===== config.mk =====
export PLATFORM = sky130hd
export DESIGN_NAME = ccp_builder
export DESIGN_NICKNAME = d
export VERILOG_FILES = /design/src/rtl/ccp_pkg.sv /design/src/rtl/ccp_builder.sv
export SDC_FILE = /design/constraint.sdc
export NUM_CORES = 2
export LEC_CHECK = 0
export ABC_CLOCK_PERIOD_IN_PS = 18000
export BUFFER_PORTS_ARGS = -buffer_cell sky130_fd_sc_hd__buf_2
export CORE_MARGIN = 4
export CORE_UTILIZATION = 45
export DETAILED_ROUTE_END_ITERATION = 6
export PLACE_DENSITY = 0.58
export SYNTH_ARGS = -nofsm -noshare
export SYNTH_HDL_FRONTEND = slang
export SYNTH_SLANG_ARGS = --single-unit

===== constraint.sdc =====
create_clock -name clk -period 18 [get_ports clk]
set_input_delay 1.8 -clock clk [delete_from_list [all_inputs] [get_ports clk]]
set_output_delay 1.8 -clock clk [all_outputs]
set_load 0.05 [all_outputs]

===== src/rtl/ccp_pkg.sv =====
// shared types and constants for the cyclotomic coset partition block
// used by every module under rtl; depends on nothing
package ccp_pkg;

    localparam int MAX_MODULUS = 1024;
    localparam int MAX_DEGREE  = 10;
    localparam int ELEM_W      = 10;
    localparam int COSET_W     = 9;
    localparam int POS_W       = 4;
    localparam int TOTAL_W     = 10;
    localparam int MOD_W       = 11;
    localparam int BASE_W      = 5;
    localparam int DEG_W       = 4;
    localparam int QDEPTH      = 2;
    localparam int QPTR_W      = $clog2(QDEPTH);

    localparam logic [1:0] STATUS_OK    = 2'd0;
    localparam logic [1:0] STATUS_RANGE = 2'd1;
    localparam logic [1:0] STATUS_CAP   = 2'd2;

    localparam logic REG_FIELD_BASE = 1'b0;
    localparam logic REG_EXT_DEGREE = 1'b1;

    typedef enum logic [1:0] {
        CMD_ERR_CAP,
        CMD_ERR_RANGE,
        CMD_LOOKUP,
        CMD_LIST
    } cmd_kind_t;

    typedef struct packed {
        logic                 operation;
        logic [ELEM_W-1:0]    query_element;
        logic [COSET_W-1:0]   query_coset;
    } in_item_t;

    typedef struct packed {
        logic [COSET_W-1:0]   coset_id;
        logic [ELEM_W-1:0]    member_value;
        logic [POS_W-1:0]     member_position;
        logic [POS_W-1:0]     coset_length;
        logic [TOTAL_W-1:0]   coset_total;
        logic                 last_member;
        logic [1:0]           status;
    } res_t;

    typedef struct packed {
        cmd_kind_t            kind;
        logic [ELEM_W-1:0]    elem;
        logic [COSET_W-1:0]   cidx;
        logic [COSET_W-1:0]   owner;
        logic [POS_W-1:0]     pos;
    } cmd_t;

    // table write ports driven by the builder
    typedef struct packed {
        logic                 ent_we;
        logic [ELEM_W-1:0]    ent_addr;
        logic [COSET_W-1:0]   ent_owner;
        logic [POS_W-1:0]     ent_pos;
        logic                 mem_we;
        logic [ELEM_W-1:0]    mem_addr;
        logic [ELEM_W-1:0]    mem_val;
        logic                 head_we;
        logic [COSET_W-1:0]   head_addr;
        logic [ELEM_W-1:0]    head_first;
        logic                 len_we;
        logic [COSET_W-1:0]   len_addr;
        logic [POS_W-1:0]     len_val;
    } tbl_wr_t;

    typedef struct packed {
        logic                 busy;
        logic [MOD_W-1:0]     modulus;
        logic [TOTAL_W-1:0]   total;
    } bld_stat_t;

endpackage


===== src/rtl/ccp_builder.sv =====
// partition builder: clears the used map, forms q^m-1, walks every coset
// depends on ccp_pkg; drives the table write ports of front and back
module ccp_builder (
    input  logic                      clk,
    input  logic                      rst_n,
    input  logic                      start,
    input  logic [ccp_pkg::BASE_W-1:0] base,
    input  logic [ccp_pkg::DEG_W-1:0]  degree,
    output ccp_pkg::tbl_wr_t           wr,
    output ccp_pkg::bld_stat_t         stat
);
    import ccp_pkg::*;

    typedef enum logic [2:0] {
        B_CLEAR, B_POWER, B_SCAN, B_CHECK, B_WALK, B_MUL, B_IDLE
    } bstate_t;

    bstate_t            state_reg;
    logic [ELEM_W-1:0]  clr_reg;
    logic [MOD_W-1:0]   power_reg;
    logic [DEG_W-1:0]   k_reg;
    logic [MOD_W-1:0]   mod_reg;
    logic [MOD_W-1:0]   i_reg;
    logic [MOD_W-1:0]   slot_reg;
    logic [TOTAL_W-1:0] count_reg;
    logic [ELEM_W-1:0]  e_reg;
    logic [POS_W-1:0]   len_reg;
    logic [ELEM_W-1:0]  acc_reg;
    logic [BASE_W-1:0]  mcnt_reg;
    logic [TOTAL_W-1:0] total_reg;
    logic [MOD_W-1:0]   modulus_reg;

    logic               used_mem [MAX_MODULUS];
    logic               used_rd;
    logic               used_we;
    logic [ELEM_W-1:0]  used_waddr;
    logic               used_wval;

    logic [15:0]        prod;
    logic [MOD_W-1:0]   acc_sum;
    logic [MOD_W-1:0]   acc_mod;
    logic               mul_last;
    logic               cont;
    logic               bad_cfg;

    assign prod     = 16'(power_reg) * 16'(base);
    assign acc_sum  = {1'b0, acc_reg} + {1'b0, e_reg};
    assign acc_mod  = (acc_sum >= mod_reg) ? acc_sum - mod_reg : acc_sum;
    assign mul_last = (mcnt_reg == BASE_W'(1));
    assign cont     = ({1'b0, acc_mod[ELEM_W-1:0]} != i_reg)
                      && (MOD_W'(len_reg) < mod_reg)
                      && (slot_reg < MOD_W'(MAX_MODULUS));
    assign bad_cfg  = (base < BASE_W'(2)) || (degree == '0)
                      || (degree > DEG_W'(MAX_DEGREE));

    assign used_we    = (state_reg == B_CLEAR) || (state_reg == B_WALK);
    assign used_waddr = (state_reg == B_CLEAR) ? clr_reg : e_reg;
    assign used_wval  = (state_reg == B_WALK);

    always_ff @(posedge clk)
    begin
        if (used_we)
        begin
            used_mem[used_waddr] <= used_wval;
        end
        if (state_reg == B_SCAN)
        begin
            used_rd <= used_mem[i_reg[ELEM_W-1:0]];
        end
    end

    always_comb
    begin
        wr.ent_we     = (state_reg == B_WALK);
        wr.ent_addr   = e_reg;
        wr.ent_owner  = count_reg[COSET_W-1:0];
        wr.ent_pos    = len_reg;
        wr.mem_we     = (state_reg == B_WALK);
        wr.mem_addr   = slot_reg[ELEM_W-1:0];
        wr.mem_val    = e_reg;
        wr.head_we    = (state_reg == B_CHECK) && !used_rd;
        wr.head_addr  = count_reg[COSET_W-1:0];
        wr.head_first = slot_reg[ELEM_W-1:0];
        wr.len_we     = (state_reg == B_MUL) && mul_last && !cont;
        wr.len_addr   = count_reg[COSET_W-1:0];
        wr.len_val    = len_reg;
    end

    assign stat.busy    = (state_reg != B_IDLE);
    assign stat.modulus = modulus_reg;
    assign stat.total   = total_reg;

    always_ff @(posedge clk or negedge rst_n)
    begin
        if (!rst_n)
        begin
            state_reg   <= B_CLEAR;
            clr_reg     <= '0;
            total_reg   <= '0;
            modulus_reg <= '0;
            power_reg   <= '0;
            k_reg       <= '0;
            mod_reg     <= '0;
            i_reg       <= '0;
            slot_reg    <= '0;
            count_reg   <= '0;
            e_reg       <= '0;
            len_reg     <= '0;
            acc_reg     <= '0;
            mcnt_reg    <= '0;
        end
        else if (start)
        begin
            state_reg   <= B_CLEAR;
            clr_reg     <= '0;
            total_reg   <= '0;
            modulus_reg <= '0;
        end
        else
        begin
            unique case (state_reg)
                B_CLEAR:
                begin
                    clr_reg <= clr_reg + ELEM_W'(1);
                    if (clr_reg == ELEM_W'(MAX_MODULUS - 1))
                    begin
                        power_reg <= MOD_W'(1);
                        k_reg     <= '0;
                        state_reg <= bad_cfg ? B_IDLE : B_POWER;
                    end
                end
                B_POWER:
                begin
                    if (prod > 16'(MAX_MODULUS + 1))
                    begin
                        state_reg <= B_IDLE;
                    end
                    else
                    begin
                        power_reg <= prod[MOD_W-1:0];
                        k_reg     <= k_reg + DEG_W'(1);
                        if (k_reg + DEG_W'(1) == degree)
                        begin
                            mod_reg   <= prod[MOD_W-1:0] - MOD_W'(1);
                            i_reg     <= '0;
                            slot_reg  <= '0;
                            count_reg <= '0;
                            state_reg <= B_SCAN;
                        end
                    end
                end
                B_SCAN:
                begin
                    if (i_reg == mod_reg)
                    begin
                        total_reg   <= count_reg;
                        modulus_reg <= mod_reg;
                        state_reg   <= B_IDLE;
                    end
                    else
                    begin
                        state_reg <= B_CHECK;
                    end
                end
                B_CHECK:
                begin
                    if (used_rd)
                    begin
                        i_reg     <= i_reg + MOD_W'(1);
                        state_reg <= B_SCAN;
                    end
                    else
                    begin
                        e_reg     <= i_reg[ELEM_W-1:0];
                        len_reg   <= '0;
                        state_reg <= B_WALK;
                    end
                end
                B_WALK:
                begin
                    slot_reg  <= slot_reg + MOD_W'(1);
                    len_reg   <= len_reg + POS_W'(1);
                    acc_reg   <= '0;
                    mcnt_reg  <= base;
                    state_reg <= B_MUL;
                end
                B_MUL:
                begin
                    // q*e mod M by q modular additions
                    acc_reg  <= acc_mod[ELEM_W-1:0];
                    mcnt_reg <= mcnt_reg - BASE_W'(1);
                    if (mul_last)
                    begin
                        if (cont)
                        begin
                            e_reg     <= acc_mod[ELEM_W-1:0];
                            state_reg <= B_WALK;
                        end
                        else
                        begin
                            count_reg <= count_reg + TOTAL_W'(1);
                            i_reg     <= i_reg + MOD_W'(1);
                            state_reg <= B_SCAN;
                        end
                    end
                end
                B_IDLE:
                begin
                    state_reg <= B_IDLE;
                end
                default:
                begin
                    state_reg <= B_IDLE;
                end
            endcase
        end
    end

endmodule


==> impl_results.md <==
- Initial drt markers: ~3.8k
- Cell variety after synth: 76
- Max-cap viol count: 0
- Antenna viol nets, final: 0
- Nets: 4025
- Final number of setup-violating endpoints: 0
- Post-synth top flop: edfxtp_1
- First-pass GRT wire length: 216000 um
- Slew Viols, Final: 0
- DRC: 4
- Max reg flops: 1024
- Final setup TNS: 0 ps
- Syn Std Cell Area: between 0.05 and 0.06 mm2
- Worst Setup Path Type: flop to output pin
- Inserted Clock Buffers: 119
- Worst-path clk slew: 60 ps
- Final hold vios: 0
- Core ar.: between 0.1 and 0.15 mm2
- Clk buf depth: 3
- Most frequent cell after synthesis: nor2_1
- Worst slew margin: 0.145
- Top post-synthesis cells by count: nor2_1, edfxtp_1, mux4_2, clkbuf_1, nand2_1
- Number of vias per cell: roughly 6
- Ys async rst share: 0.106
- Vias post-DR: 33.0k
- RSZ-0062 raised after global routing: no
- Synth warn: 0
- Worst-margin pin slew: 1280 ps
- Crit end category: output pin
- Vias in the first global route: 32.2k
- Synth top area cells: edfxtp_1, mux4_2, nor2_1
- TritonCTS clock tree: done
- Row cnt: approximately 130
- PostCTS Resize Cnt: 0
- Sequential share of the synthesized area: 0.625
- Largest net degree at the start of global routing: 289
- GRT Residual Overflow: 0
- Failing checks: DRC
- Post-detail-place hpwl: 79300 um
- Final worst path period share: 0.443
- Port Buf Inserts: 112
- Post-synth EDFFs: 1025
- Setup bufs post-CTS: 0
- Root Buffer: clkbuf_16
- Die Wd: roughly 350 um
- Max Clock Skew: 69.5 ps
- RD Place Congestion: between 0.8 and 0.9
- P&R area growth vs syn: 9.45%
- H-Tree Depth: 3
- Share of the synthesized area in the top cell type: 0.569
- HP Class: flop to flop
- Sink Count: 1146
- Power Density: 105 mW/mm2
- IO Pins: 113
- Hold buffers post-CTS: 0
- Syn Nets: 4107
- Final wirelength: 146000 um
- Layout cells sized above 1: 0.184
- Die Height: 355 um
- Total power: 6.22 mW
- Clk Latency, worst-skew pair: between 700 and 800 ps
- Standby leakage power: 18.1 nW
- CP Launch Type: flop
- CP required: 16200 ps
- #FFs+latches synth: 1146
- Ant. Diodes: 0
- Die area: 0.126 mm2
- Initial Util: 0.456
- Min Tclk post-route: 7970 ps
- Status: finished, violations left
- Most flop-heavy register: used_mem
- Yosys top cell by area: edfxtp_1
- Max VDD drop: 0.000120 V
- Mean routed wirelength per cell: 26.0 um
- Initial antenna violation count: 1
- Crit path DAT: 6170 ps
- GRT Total Usage: 0.229
- Peak Freq: 125 MHz
- Drt pass-1 iters: 7
- Gate Count Post-Synth: 4008
- Synthesized area per cell: 13.5 um2
- Worst-path fanout max: 9
## final timing paths
| kind | slack (ps) | end | start | cells after the start |
|---|---|---|---|---|
| min reg2reg | 500 | modulus_reg[1] | modulus_reg[1] | 2 |
| min in group asynchronous | 1160 | modulus_reg[4] | rst_n | 1 |
| min | 500 | modulus_reg[1] | modulus_reg[1] | 2 |
| max | 10030 | wr[13] | e_reg[2] | 18 |
| max reg2reg | 12100 | e_reg[9] | e_reg[2] | 19 |
| max in group asynchronous | 15310 | i_reg[2] | rst_n | 2 |
## area by class of cell
class / count / area [um2]
fillers: 10300 / 59500
flip-flops and latches: 1146 / 33800
multi-input cells: 2392 / 18400
clock buffers: 160 / 3160
well taps: 1600 / 2000
repair buffers: 174 / 1080
clock inverters: 54 / 457
inverters: 93 / 357
## critical path, stage by stage, from the launching register on
cell and delay, ps:
dfrtp_1 530, ha_1 430, nor2b_1 170, o21a_1 180, o21a_1 190, o21ai_0 430, o21bai_1 120, a21o_1 200
ha_1 310, a21oi_1 240, o21ai_1 260, or3_1 400, o211ai_1 500, xnor2_1 180, o21ai_0 120, nor4_2 410
a21bo_2 280, and3_1 210, buf_2 280
## placed cells by master (no fill, tap or decap), drive strengths merged, types with 5 or more instances in the layout
master,count
buf,174
ha,58
clkinv,44
or4,11
bufinv,5
nand2b,11
and2,44
nor4,13
and3,17
clkbuf,160
nand3b,8
xnor2,27
xor2,25
a22o,14
nand2,195
mux2i,23
a21oi,68
o21a,12
nor3b,7
a211oi,8
nor3,27
o31ai,18
inv,96
o211ai,9
a21o,10
o221a,10
a31oi,12
nor2b,13
dfrtp,121
or2,5
a221oi,7
o211a,5
nand3,42
nand4,11
fa,29
edfxtp,1025
mux4,337
o21ai,93
nor2,1149
or3,17
## logic make-up (layout without fill, tap and decap cells)
group | count (synthesis) | count (layout) | share of synthesized area
AOI/OAI and AO/OA | 311 | 311 | 0.0388
adders and majority gates | 87 | 87 | 0.0241
DFF | 1146 | 1146 | 0.625
xor gates and xnor gates | 55 | 55 | 0.00966
buffers and inverters | 470 | 481 | 0.0381
and+or+nand+nor | 1575 | 1575 | 0.120
muxes | 364 | 364 | 0.145
## per-stage QoR
stage	worst slack, ps	std cells	cell area [um2]	hold slack [ps]	util
6_report	10030	5619	59300	504	0.499
5_1_grt	9650	5619	59300	522	0.499
4_1_cts	10060	5619	59300	512	0.499
3_5_place_dp	10570	5405	55600	496	0.469
3_3_place_gp	10600	5405	55600	471	0.469
2_1_floorplan	1680	4008	54100	451	-
## power breakdown
group          switching, mW  internal (mW)  total [mW]
registers             0.0657           2.93        3.00
clock network           1.04           1.30        2.34
logic                  0.604          0.288       0.892
total                   1.71           4.52        6.22
## metal layers
| layer | share of wire | vias up | track usage |
|---|---|---|---|
| li1 | - | 14400 | - |
| met1 | 0.42 | 17400 | 0.321 |
| met2 | 0.49 | 1103 | 0.385 |
| met3 | 0.062 | 208 | 0.0308 |
| met4 | 0.024 | 0 | 0.0540 |
| met5 | 0 | - | 0 |
(Power assumes the default switching activity.)
