**src/rtl/ccp_pkg.sv**
```systemverilog
// shared types and constants for the cyclotomic coset partition block
// used by every module under rtl; depends on nothing
package ccp_pkg;

    localparam int MAX_MODULUS = 1024;
    localparam int MAX_DEGREE  = 10;
    localparam int ELEM_W      = 10;
    localparam int COSET_W     = 9;
    localparam int POS_W       = 4;
    localparam int TOTAL_W     = 10;
    localparam int MOD_W       = 11;
    localparam int BASE_W      = 5;
    localparam int DEG_W       = 4;
    localparam int QDEPTH      = 2;
    localparam int QPTR_W      = $clog2(QDEPTH);

    localparam logic [1:0] STATUS_OK    = 2'd0;
    localparam logic [1:0] STATUS_RANGE = 2'd1;
    localparam logic [1:0] STATUS_CAP   = 2'd2;

    localparam logic REG_FIELD_BASE = 1'b0;
    localparam logic REG_EXT_DEGREE = 1'b1;

    typedef enum logic [1:0] {
        CMD_ERR_CAP,
        CMD_ERR_RANGE,
        CMD_LOOKUP,
        CMD_LIST
    } cmd_kind_t;

    typedef struct packed {
        logic                 operation;
        logic [ELEM_W-1:0]    query_element;
        logic [COSET_W-1:0]   query_coset;
    } in_item_t;

    typedef struct packed {
        logic [COSET_W-1:0]   coset_id;
        logic [ELEM_W-1:0]    member_value;
        logic [POS_W-1:0]     member_position;
        logic [POS_W-1:0]     coset_length;
        logic [TOTAL_W-1:0]   coset_total;
        logic                 last_member;
        logic [1:0]           status;
    } res_t;

    typedef struct packed {
        cmd_kind_t            kind;
        logic [ELEM_W-1:0]    elem;
        logic [COSET_W-1:0]   cidx;
        logic [COSET_W-1:0]   owner;
        logic [POS_W-1:0]     pos;
    } cmd_t;

    // table write ports driven by the builder
    typedef struct packed {
        logic                 ent_we;
        logic [ELEM_W-1:0]    ent_addr;
        logic [COSET_W-1:0]   ent_owner;
        logic [POS_W-1:0]     ent_pos;
        logic                 mem_we;
        logic [ELEM_W-1:0]    mem_addr;
        logic [ELEM_W-1:0]    mem_val;
        logic                 head_we;
        logic [COSET_W-1:0]   head_addr;
        logic [ELEM_W-1:0]    head_first;
        logic                 len_we;
        logic [COSET_W-1:0]   len_addr;
        logic [POS_W-1:0]     len_val;
    } tbl_wr_t;

    typedef struct packed {
        logic                 busy;
        logic [MOD_W-1:0]     modulus;
        logic [TOTAL_W-1:0]   total;
    } bld_stat_t;

endpackage

```
**src/rtl/ccp_queue.sv**
```systemverilog
// short command queue between front and back
// depends on ccp_pkg for the command type and depth
module ccp_queue (
    input  logic           clk,
    input  logic           rst_n,
    input  logic           push,
    input  ccp_pkg::cmd_t  din,
    output logic           full,
    input  logic           pop,
    output ccp_pkg::cmd_t  dout,
    output logic           empty
);
    import ccp_pkg::*;

    cmd_t              slot_mem [QDEPTH];
    logic [QPTR_W-1:0] wp_reg;
    logic [QPTR_W-1:0] rp_reg;
    logic [QPTR_W:0]   cnt_reg;
    logic              do_push;
    logic              do_pop;

    assign full    = (cnt_reg == (QPTR_W+1)'(QDEPTH));
    assign empty   = (cnt_reg == '0);
    assign do_push = push && !full;
    assign do_pop  = pop && !empty;
    assign dout    = slot_mem[rp_reg];

    always_ff @(posedge clk)
    begin
        if (do_push)
        begin
            slot_mem[wp_reg] <= din;
        end
    end

    always_ff @(posedge clk or negedge rst_n)
    begin
        if (!rst_n)
        begin
            wp_reg  <= '0;
            rp_reg  <= '0;
            cnt_reg <= '0;
        end
        else
        begin
            if (do_push)
            begin
                wp_reg <= wp_reg + QPTR_W'(1);
            end
            if (do_pop)
            begin
                rp_reg <= rp_reg + QPTR_W'(1);
            end
            cnt_reg <= cnt_reg + (QPTR_W+1)'(do_push) - (QPTR_W+1)'(do_pop);
        end
    end

endmodule

```
**config.mk**
```make
export PLATFORM = sky130hd
export DESIGN_NAME = ccp_queue
export DESIGN_NICKNAME = d
export VERILOG_FILES = /design/src/rtl/ccp_pkg.sv /design/src/rtl/ccp_queue.sv
export SDC_FILE = /design/constraint.sdc
export NUM_CORES = 1
export LEC_CHECK = 0
export BUFFER_PORTS_ARGS = -buffer_cell sky130_fd_sc_hd__buf_2
export CORE_MARGIN = 5
export CORE_UTILIZATION = 49
export DETAILED_ROUTE_END_ITERATION = 8
export PLACE_DENSITY = 0.77
export SETUP_SLACK_MARGIN = 0.02
export SYNTH_ARGS = -nofsm -noshare
export SYNTH_HDL_FRONTEND = slang
export SYNTH_SLANG_ARGS = --single-unit
```
**constraint.sdc**
```tcl
create_clock -name clk -period 6.3 [get_ports clk]
set_clock_uncertainty 0.2 [all_clocks]
set_input_delay 0.63 -clock clk [delete_from_list [all_inputs] [get_ports clk]]
set_output_delay 0.63 -clock clk [all_outputs]
set_load 0.05 [all_outputs]
```
==> impl_metrics.env, run 1 <==
export IMPL_synth_flop_cell="edfxtp_1"
export IMPL_async_flop_share=0.0556
export IMPL_synth_seq_cells=72
export IMPL_period_minus_slack_ns=2.86
export IMPL_initial_utilization=0.506
export IMPL_worst_setup_path_end_kind="output pin"
export IMPL_grt_pass1_wl_um=6600
export IMPL_drt_total_wl_um=4350
export IMPL_maxSlewViolCount=0
export IMPL_yosysTopAreaCellShare=0.728
export IMPL_crit_fanout=35
export IMPL_die_w_um=85.7
export IMPL_grt_overflow=0
export IMPL_cp_endpoint="dout[22]"
export IMPL_dp_slack_ns=3.75
export IMPL_crit_start="rp_reg$_DFFE_PN0P_"
export IMPL_worst_pin_slew_ns=1.06
export IMPL_hold_path_class="primary input to flip-flop"
export IMPL_setup_viol=0
export IMPL_period_share=0.454
export IMPL_grt_max_degree=36
export IMPL_area_growth_pct=20.8
export IMPL_ys_top_cells_by_area="edfxtp_1 (73%), mux2_4 (16%), dfrtp_1 (3.6%)"
export IMPL_io_buffers=73
export IMPL_numCtsBuffers=9
export IMPL_p_total_mw=1.86
export IMPL_relSlewSlack=0.296
export IMPL_post_cts_buffers=0
export IMPL_worstPathArrival_ns=2.03
export IMPL_synth_top_cells_by_count="edfxtp_1 (68), mux2_4 (29), mux2_2 (5), dfrtp_1 (4)"
export IMPL_rr_startpoint="cnt_reg[1]$_DFF_PN0_"
export IMPL_fill_cells=441
export IMPL_synth_largest_area_cell="edfxtp_1"
export IMPL_synth_area_mm2=0.00281
export IMPL_path_class="flip-flop to output pin"
export IMPL_syn_num_nets=164
export IMPL_clk_latency_ns=0.32
export IMPL_gp_congestion=0.670
export IMPL_layout_cells_non_filler=282
export IMPL_dp_cells=265
export IMPL_cts_root_buffer="clkbuf_8"
export IMPL_required_ns=5.47
export IMPL_ys_types=15
export IMPL_reg2reg_setup_slack_ns=4.26
export IMPL_rr_worst_depth=3
export IMPL_ff_latch_area_mm2=0.00214
export IMPL_fmax_ghz=0.350
export IMPL_clk_pin_slew_worst_paths_ns=0.07
export IMPL_die_h_um=85.7
export IMPL_ir_drop_uv=365
export IMPL_antennaDiodeCount=0
export IMPL_vias_per_cell=4.79
export IMPL_whs_ns=0.288
export IMPL_r2r_end="slot_mem[0][20]$_DFFE_PP_"
export IMPL_cts_path_max_buffers=2
export IMPL_vias=1350
export IMPL_p_leak_nw=1.38
export IMPL_cts_tree="done"
export IMPL_multi_input_area_um2=593
export IMPL_grt_total_usage=0.121
export IMPL_core_area_mm2=0.00554
export IMPL_ys_seq_area_frac=0.764
export IMPL_yosysWarnings=0
export IMPL_worstSetupStartpointType="flip-flop"
export IMPL_rsz0062_at_grt="no"
export IMPL_drtIter0Drc=29
export IMPL_antenna_found_initial=0
export IMPL_tns_ns=0
export IMPL_powerDensity_mw_per_mm2=548
export IMPL_rows=27
export IMPL_hold_viol=0
export IMPL_largest_register_ff_count=68
export IMPL_fin_ws_ns=3.44
export IMPL_drc=0
export IMPL_routedWlPerCell_um=15.4
export IMPL_drv_cap=0
export IMPL_yosysMostFrequentCell="edfxtp_1"
export IMPL_avgSynthCellArea_um2=22.6
export IMPL_first_global_vias=1469
export IMPL_htree_levels=3
export IMPL_cts_sinks=72
export IMPL_post_dp_hpwl_um=2910
export IMPL_drive_gt1_frac=0.586
export IMPL_status="finished, final reports clean"
export IMPL_syn_inst=124
export IMPL_nets=245
export IMPL_die_area_mm2=0.00734
export IMPL_dr_pass1_iters=4
export IMPL_pin_count=74
export IMPL_ant_nets=0
export IMPL_synth_edf_count=68
worst max-delay path, stage by stage, from the launching register on:
cell     delay (ns)
dfrtp_2        1.07
mux2_2         0.42
buf_2          0.21
layout make-up:
cell class | count | area share
Clock buffer | 11 | 0.0388
Clock inverter | 5 | 0.0140
Inverter | 2 | 0.00222
Multi-Input combinational cell | 46 | 0.175
Sequential cell | 72 | 0.633
Tap cell | 72 | 0.0266
Timing Repair Buffer | 74 | 0.111
metal layers:
metal	vias up	wire length (um)	GRT usage
met2	46	2210	0.218
met4	0	54	0.0604
met1	657	1780	0.128
met5	-	0	0
li1	642	-	-
met3	5	303	0.0355
worst min-delay path by stage:
| stage | slack (ns) | start | to | cells after the start |
|---|---|---|---|---|
| after floorplan | 0.13 | rst_n | cnt_reg[0]$_DFF_PN0_ | 0 |
| after global placement | 0.24 | rst_n | cnt_reg[0]$_DFF_PN0_ | 1 |
| after detailed placement | 0.24 | rst_n | cnt_reg[0]$_DFF_PN0_ | 1 |
| after CTS | 0.27 | din[22] | slot_mem[0][22]$_DFFE_PP_ | 1 |
| after global routing | 0.27 | din[22] | slot_mem[1][22]$_DFFE_PP_ | 1 |
| final | 0.29 | din[16] | slot_mem[1][16]$_DFFE_PP_ | 1 |
power breakdown:
part           switching [mW]  internal [mW]
registers              0.0904          0.658
clock network           0.149          0.179
logic                   0.517          0.264
placed cells by master, fill, tap and decap left out:
cell type,n
dfrtp_2,1
xor2_1,1
nor2b_2,1
dlygate4sd3_1,1
mux2_4,29
and3_2,1
xnor2_1,3
mux2_2,5
clkinv_2,2
nand2b_1,1
edfxtp_1,68
nor2_1,1
clkbuf_8,9
nand2_1,1
buf_2,73
dfrtp_1,3
inv_1,2
ha_1,2
clkbuf_1,2
nor2_4,1
clkinv_1,2
bufinv_16,1
through the flow:
stage	util	instance area, um2
after detailed placement	0.577	3200
after floorplan	-	2810
after CTS	0.612	3390
after global routing	0.612	3390
after global placement	0.577	3200
final	0.612	3390
cell families after synthesis:
kind of cell	after synthesis	synth area share
adders and majority gates	2	0.00892
muxes	34	0.175
xor gates and xnor gates	4	0.0125
DFF	72	0.764
buffers and inverters	6	0.0281
and+or+nand+nor	6	0.0116
what timing repair did:
item / 4_1_cts / 5_1_grt
gates resized for setup: 0 / 0
endpoints found under the hold margin: 4 / 0
hold buffers: 1 / 0
Note: power is estimated with default switching activity, not from simulation.
==> run 2: changes to the inputs <==
- CORE_UTILIZATION: 49 -> 47
- clock period: 6.3 -> 2.3 ns (I/O delays scaled with it)
==> run 2 against run 1 <==
Design area is 12% higher. Die area is 3.8% higher. Register-to-register slack worse by 3.8 ns. First-iteration DRC count rose by 93%. Highest routed layer unchanged. Core utilization is 3.6 points higher. Sequential power rose to 2.6 times the previous value.
==> impl_metrics.env, run 2 (synthesis results as in run 1) <==
export IMPL_drv_cap=0
export IMPL_worst_pin_slew_ns=0.455
export IMPL_worstPathArrival_ns=1.59
export IMPL_ant_nets=0
export IMPL_die_h_um=87.3
export IMPL_clk_pin_slew_worst_paths_ns=0.07
export IMPL_nets=283
export IMPL_period_share=0.876
export IMPL_crit_start="rp_reg$_DFFE_PN0P_"
export IMPL_rsz0062_at_grt="no"
export IMPL_die_w_um=87.3
export IMPL_fill_cells=411
export IMPL_powerDensity_mw_per_mm2=1370
export IMPL_grt_pass1_wl_um=7450
export IMPL_path_class="flip-flop to output pin"
export IMPL_tns_ns=0
export IMPL_io_buffers=73
export IMPL_ir_drop_uv=1030
export IMPL_dr_pass1_iters=4
export IMPL_p_leak_nw=1.55
export IMPL_numCtsBuffers=9
export IMPL_post_dp_hpwl_um=3190
export IMPL_whs_ns=0.0321
export IMPL_worst_setup_path_end_kind="output pin"
export IMPL_vias_per_cell=4.54
export IMPL_postCtsResizedCells=0
export IMPL_rows=28
export IMPL_routedWlPerCell_um=15.2
export IMPL_rr_worst_depth=7
export IMPL_grt_max_degree=35
export IMPL_vias=1468
export IMPL_antennaDiodeCount=0
export IMPL_fmax_ghz=0.496
export IMPL_htree_levels=3
export IMPL_status="finished, final reports clean"
export IMPL_pin_count=74
export IMPL_cts_path_max_buffers=2
export IMPL_grt_overflow=0
export IMPL_rr_startpoint="cnt_reg[1]$_DFF_PN0_"
export IMPL_antenna_found_initial=0
export IMPL_gp_congestion=0.666
export IMPL_final_cell_mix="buf_2 (73), edfxtp_1 (68), dlygate4sd3_1 (35)"
export IMPL_drtIter0Drc=56
export IMPL_worstSetupStartpointType="flip-flop"
export IMPL_maxSlewViolCount=0
export IMPL_period_minus_slack_ns=2.02
export IMPL_r2r_end="cnt_reg[1]$_DFF_PN0_"
export IMPL_grt_total_usage=0.134
export IMPL_reg2reg_setup_slack_ns=0.50
export IMPL_die_area_mm2=0.00761
export IMPL_required_ns=1.87
export IMPL_cts_root_buffer="clkbuf_8"
export IMPL_hold_path_class="primary input to async pin"
export IMPL_clk_latency_ns=0.32
export IMPL_core_area_mm2=0.00585
export IMPL_cts_tree="done"
export IMPL_cts_sinks=72
export IMPL_first_global_vias=1576
export IMPL_area_growth_pct=35.1
export IMPL_hold_viol=0
export IMPL_drive_gt1_frac=0.516
export IMPL_final_common_cell="buf_2"
export IMPL_crit_fanout=9
export IMPL_initial_utilization=0.479
export IMPL_drt_total_wl_um=4910
export IMPL_largest_register_ff_count=68
export IMPL_setup_viol=0
export IMPL_drc=0
export IMPL_relSlewSlack=0.697
## run 2: changes by cell type in the layout (fill, tap and decap cells not counted), sizes merged
cell / delta
buf: +4
dlygate4sd3: +34
## run 2: worst max path at each step
stage,cells past startpoint,slack [ns],endpoint
finish,3,0.28,dout[15]
global route,3,0.23,dout[17]
CTS,3,0.26,dout[17]
detailed placement,7,0.51,cnt_reg[1]$_DFF_PN0_
global placement,7,0.58,cnt_reg[1]$_DFF_PN0_
floorplan,3,0.19,slot_mem[0][0]$_DFFE_PP_
## run 2: report_power, final
group	internal, mW	switching, mW
Combinational	0.814	1.58
Clock	0.491	0.403
Sequential	1.80	0.120
## run 2: what timing repair did
item                                   in CTS  in global routing
setup buffers                               0                  0
endpoints found under the hold margin      72                  0
hold buffers                               35                  0
## run 2: cell type report
cell class	instances	area, um2	share of cell area
Multi-Input combinational cell	46	596	0.157
Clock inverter	5	47.5	0.0125
Sequential cell	72	2140	0.566
Tap cell	75	93.8	0.0248
Timing Repair Buffer	112	771	0.203
Clock buffer	11	131	0.0347
Inverter	2	7.51	0.00198
## run 2: per-layer routing
metal / vias to the layer above / global-route usage / wire length, um
li1: 714 / - / -
met2: 48 / 0.237 / 2660
met1: 701 / 0.144 / 1900
met4: 0 / 0.0795 / 52
met5: - / 0 / 0
met3: 5 / 0.0293 / 300
## run 2: critical path, cell delays in order (launching register included)
cell	delay, ns
dfrtp_2	0.47
buf_4	0.25
mux2_4	0.32
buf_2	0.21
## run 2: through the flow
step / cell area, um2 / instances / worst slack [ns] / util / total power [mW]
2_1_floorplan: 2810 / 124 / 0.189 / - / 3.93
3_3_place_gp: 3260 / 272 / 0.584 / 0.557 / 4.29
3_5_place_dp: 3260 / 272 / 0.506 / 0.557 / 4.32
4_1_cts: 3790 / 323 / 0.257 / 0.648 / 5.27
5_1_grt: 3790 / 323 / 0.227 / 0.648 / 5.44
6_report: 3790 / 323 / 0.284 / 0.648 / 5.21
==> run 3: changes to the inputs <==
==> constraint.sdc (replaced) <==
create_clock -name clk -period 2.3 [get_ports clk]
set_clock_uncertainty 0.2 [all_clocks]
set_input_delay 0.345 -clock clk [delete_from_list [all_inputs] [get_ports clk]]
set_output_delay 0.345 -clock clk [all_outputs]
set_load 0.05 [all_outputs]
==> run 3 against run 2 <==
Design area down 3.0%. Via count down 1.8%. Core utilization down 1.9 points. Setup slack worse by 0.16 ns. Fmax down 7.3%. Combinational power about the same. Flip-flop and latch count unchanged. Sequential power up 2%. Worst hold slack worse by 0.016 ns. Global-route usage down 0.063 points. Sequential share of layout area up 1.8 points. Critical path type unchanged. Largest cell class unchanged.
==> impl_metrics.env, run 3 (synthesis results as in run 1) <==
export IMPL_required_ns=1.75
export IMPL_drive_gt1_frac=0.536
export IMPL_final_common_cell="buf_2"
export IMPL_worst_pin_slew_ns=0.318
export IMPL_numCtsBuffers=9
export IMPL_dr_pass1_iters=4
export IMPL_area_growth_pct=31.1
export IMPL_crit_fanout=14
export IMPL_hold_path_depth=1
export IMPL_worstSetupStartpointType="flip-flop"
export IMPL_reg2reg_setup_slack_ns=0.53
export IMPL_ir_drop_uv=941
export IMPL_critPathBufInv=2
export IMPL_grt_overflow=0
export IMPL_crit_path_max_incr_delay_ns=0.60
export IMPL_status="finished, final reports clean"
export IMPL_rr_worst_depth=7
export IMPL_setup_viol=0
export IMPL_powerDensity_mw_per_mm2=1390
export IMPL_whs_ns=0.0162
export IMPL_antennaDiodeCount=0
export IMPL_grt_max_degree=35
export IMPL_maxSlewViolCount=0
export IMPL_hold_viol=0
export IMPL_drc=0
export IMPL_rows=28
export IMPL_io_buffers=73
export IMPL_drtIter0Drc=72
export IMPL_drt_total_wl_um=4750
export IMPL_grt_pass1_wl_um=7450
export IMPL_relSlewSlack=0.788
export IMPL_largest_register_ff_count=68
export IMPL_final_cell_mix="buf_2 (73), edfxtp_1 (68), mux2_4 (29)"
export IMPL_period_share=0.946
export IMPL_die_area_mm2=0.00761
export IMPL_worstHoldStart="din[32]"
export IMPL_drv_cap=0
export IMPL_cts_root_buffer="clkbuf_8"
export IMPL_crit_slowest_cell="dfrtp_4"
export IMPL_worst_setup_path_end_kind="output pin"
export IMPL_gp_congestion=0.711
export IMPL_post_cts_buffers=0
export IMPL_fill_cells=435
export IMPL_die_w_um=87.3
export IMPL_cp_cell_sequence="buf_12, mux2_4, buf_2"
export IMPL_pin_count=74
export IMPL_htree_levels=3
export IMPL_routedWlPerCell_um=15.2
export IMPL_worstPathArrival_ns=1.63
export IMPL_vias_per_cell=4.62
export IMPL_fin_ws_ns=0.125
export IMPL_r2r_end="cnt_reg[1]$_DFF_PN0_"
export IMPL_clk_latency_ns=0.32
export IMPL_cts_sinks=72
export IMPL_core_area_mm2=0.00585
export IMPL_crit_start="rp_reg$_DFFE_PN0P_"
export IMPL_path_class="flip-flop to output pin"
export IMPL_dp_slack_ns=0.381
export IMPL_cts_tree="done"
export IMPL_cts_path_max_buffers=2
export IMPL_p_leak_nw=1.50
export IMPL_antenna_found_initial=0
export IMPL_nets=274
export IMPL_tns_ns=0
export IMPL_period_minus_slack_ns=2.17
export IMPL_rsz0062_at_grt="no"
export IMPL_die_h_um=87.3
export IMPL_crit_family="flip-flops"
export IMPL_grt_total_usage=0.133
export IMPL_hold_path_class="primary input to flip-flop"
export IMPL_vias=1441
export IMPL_first_global_vias=1551
export IMPL_holdPathEnd="slot_mem[1][32]$_DFFE_PP_"
export IMPL_fmax_ghz=0.460
export IMPL_clk_pin_slew_worst_paths_ns=0.07
export IMPL_initial_utilization=0.479
export IMPL_post_dp_hpwl_um=3250
export IMPL_rr_startpoint="cnt_reg[1]$_DFF_PN0_"
export IMPL_ant_nets=0
run 3: changes by cell type in the layout (fill, tap and decap cells not counted):
cell	before	now
buf_12	2	3
bufinv_16	1	0
clkbuf_1	2	3
clkinv_1	2	1
clkinv_2	2	1
dfrtp_2	1	0
dfrtp_4	0	1
dlygate4sd3_1	35	25
run 3: what timing repair did:
| action | in CTS | in global routing |
|---|---|---|
| endpoints found under the hold margin | 48 | 2 |
| resized for setup | 1 | 0 |
| endpoints found under the setup margin | 6 | 0 |
| hold buffers | 24 | 1 |
run 3: report_power, final:
group,switching (mW),total [mW],internal (mW)
registers,0.156,1.96,1.80
logic,1.55,2.38,0.832
clock network,0.380,0.755,0.375
run 3: per-layer routing:
metal	routed length [um]	share of wire	up-vias	global-route usage
li1	-	-	697	-
met1	1830	0.38	691	0.159
met2	2510	0.53	44	0.223
met3	320	0.067	9	0.0293
met4	88	0.019	0	0.0711
met5	0	0	-	0
run 3: layout make-up:
type	instances	area, um2	area share
multi-input combinational	46	596	0.162
tap	75	93.8	0.0255
timing repair buffer	103	691	0.188
clock inverter	2	8.76	0.00238
clock buffer	12	135	0.0367
sequential	72	2150	0.584
inverter	2	7.51	0.00204
run 3: worst max path at each step:
stage / endpoint / slack [ns] / cells past startpoint
after CTS: dout[31] / 0.09 / 3
after global placement: dout[33] / 0.40 / 3
after floorplan: slot_mem[0][0]$_DFFE_PP_ / 0.19 / 3
after global routing: dout[31] / 0.06 / 3
final: dout[31] / 0.13 / 3
after detailed placement: dout[31] / 0.38 / 3
run 3: per-stage QoR:
| step | util | cell area, um2 | std cells | power [mW] |
|---|---|---|---|---|
| 2_1_floorplan | - | 2810 | 124 | 3.93 |
| 3_3_place_gp | 0.561 | 3280 | 273 | 4.32 |
| 3_5_place_dp | 0.561 | 3280 | 273 | 4.36 |
| 4_1_cts | 0.627 | 3670 | 311 | 5.16 |
| 5_1_grt | 0.629 | 3680 | 312 | 5.33 |
| 6_report | 0.629 | 3680 | 312 | 5.09 |
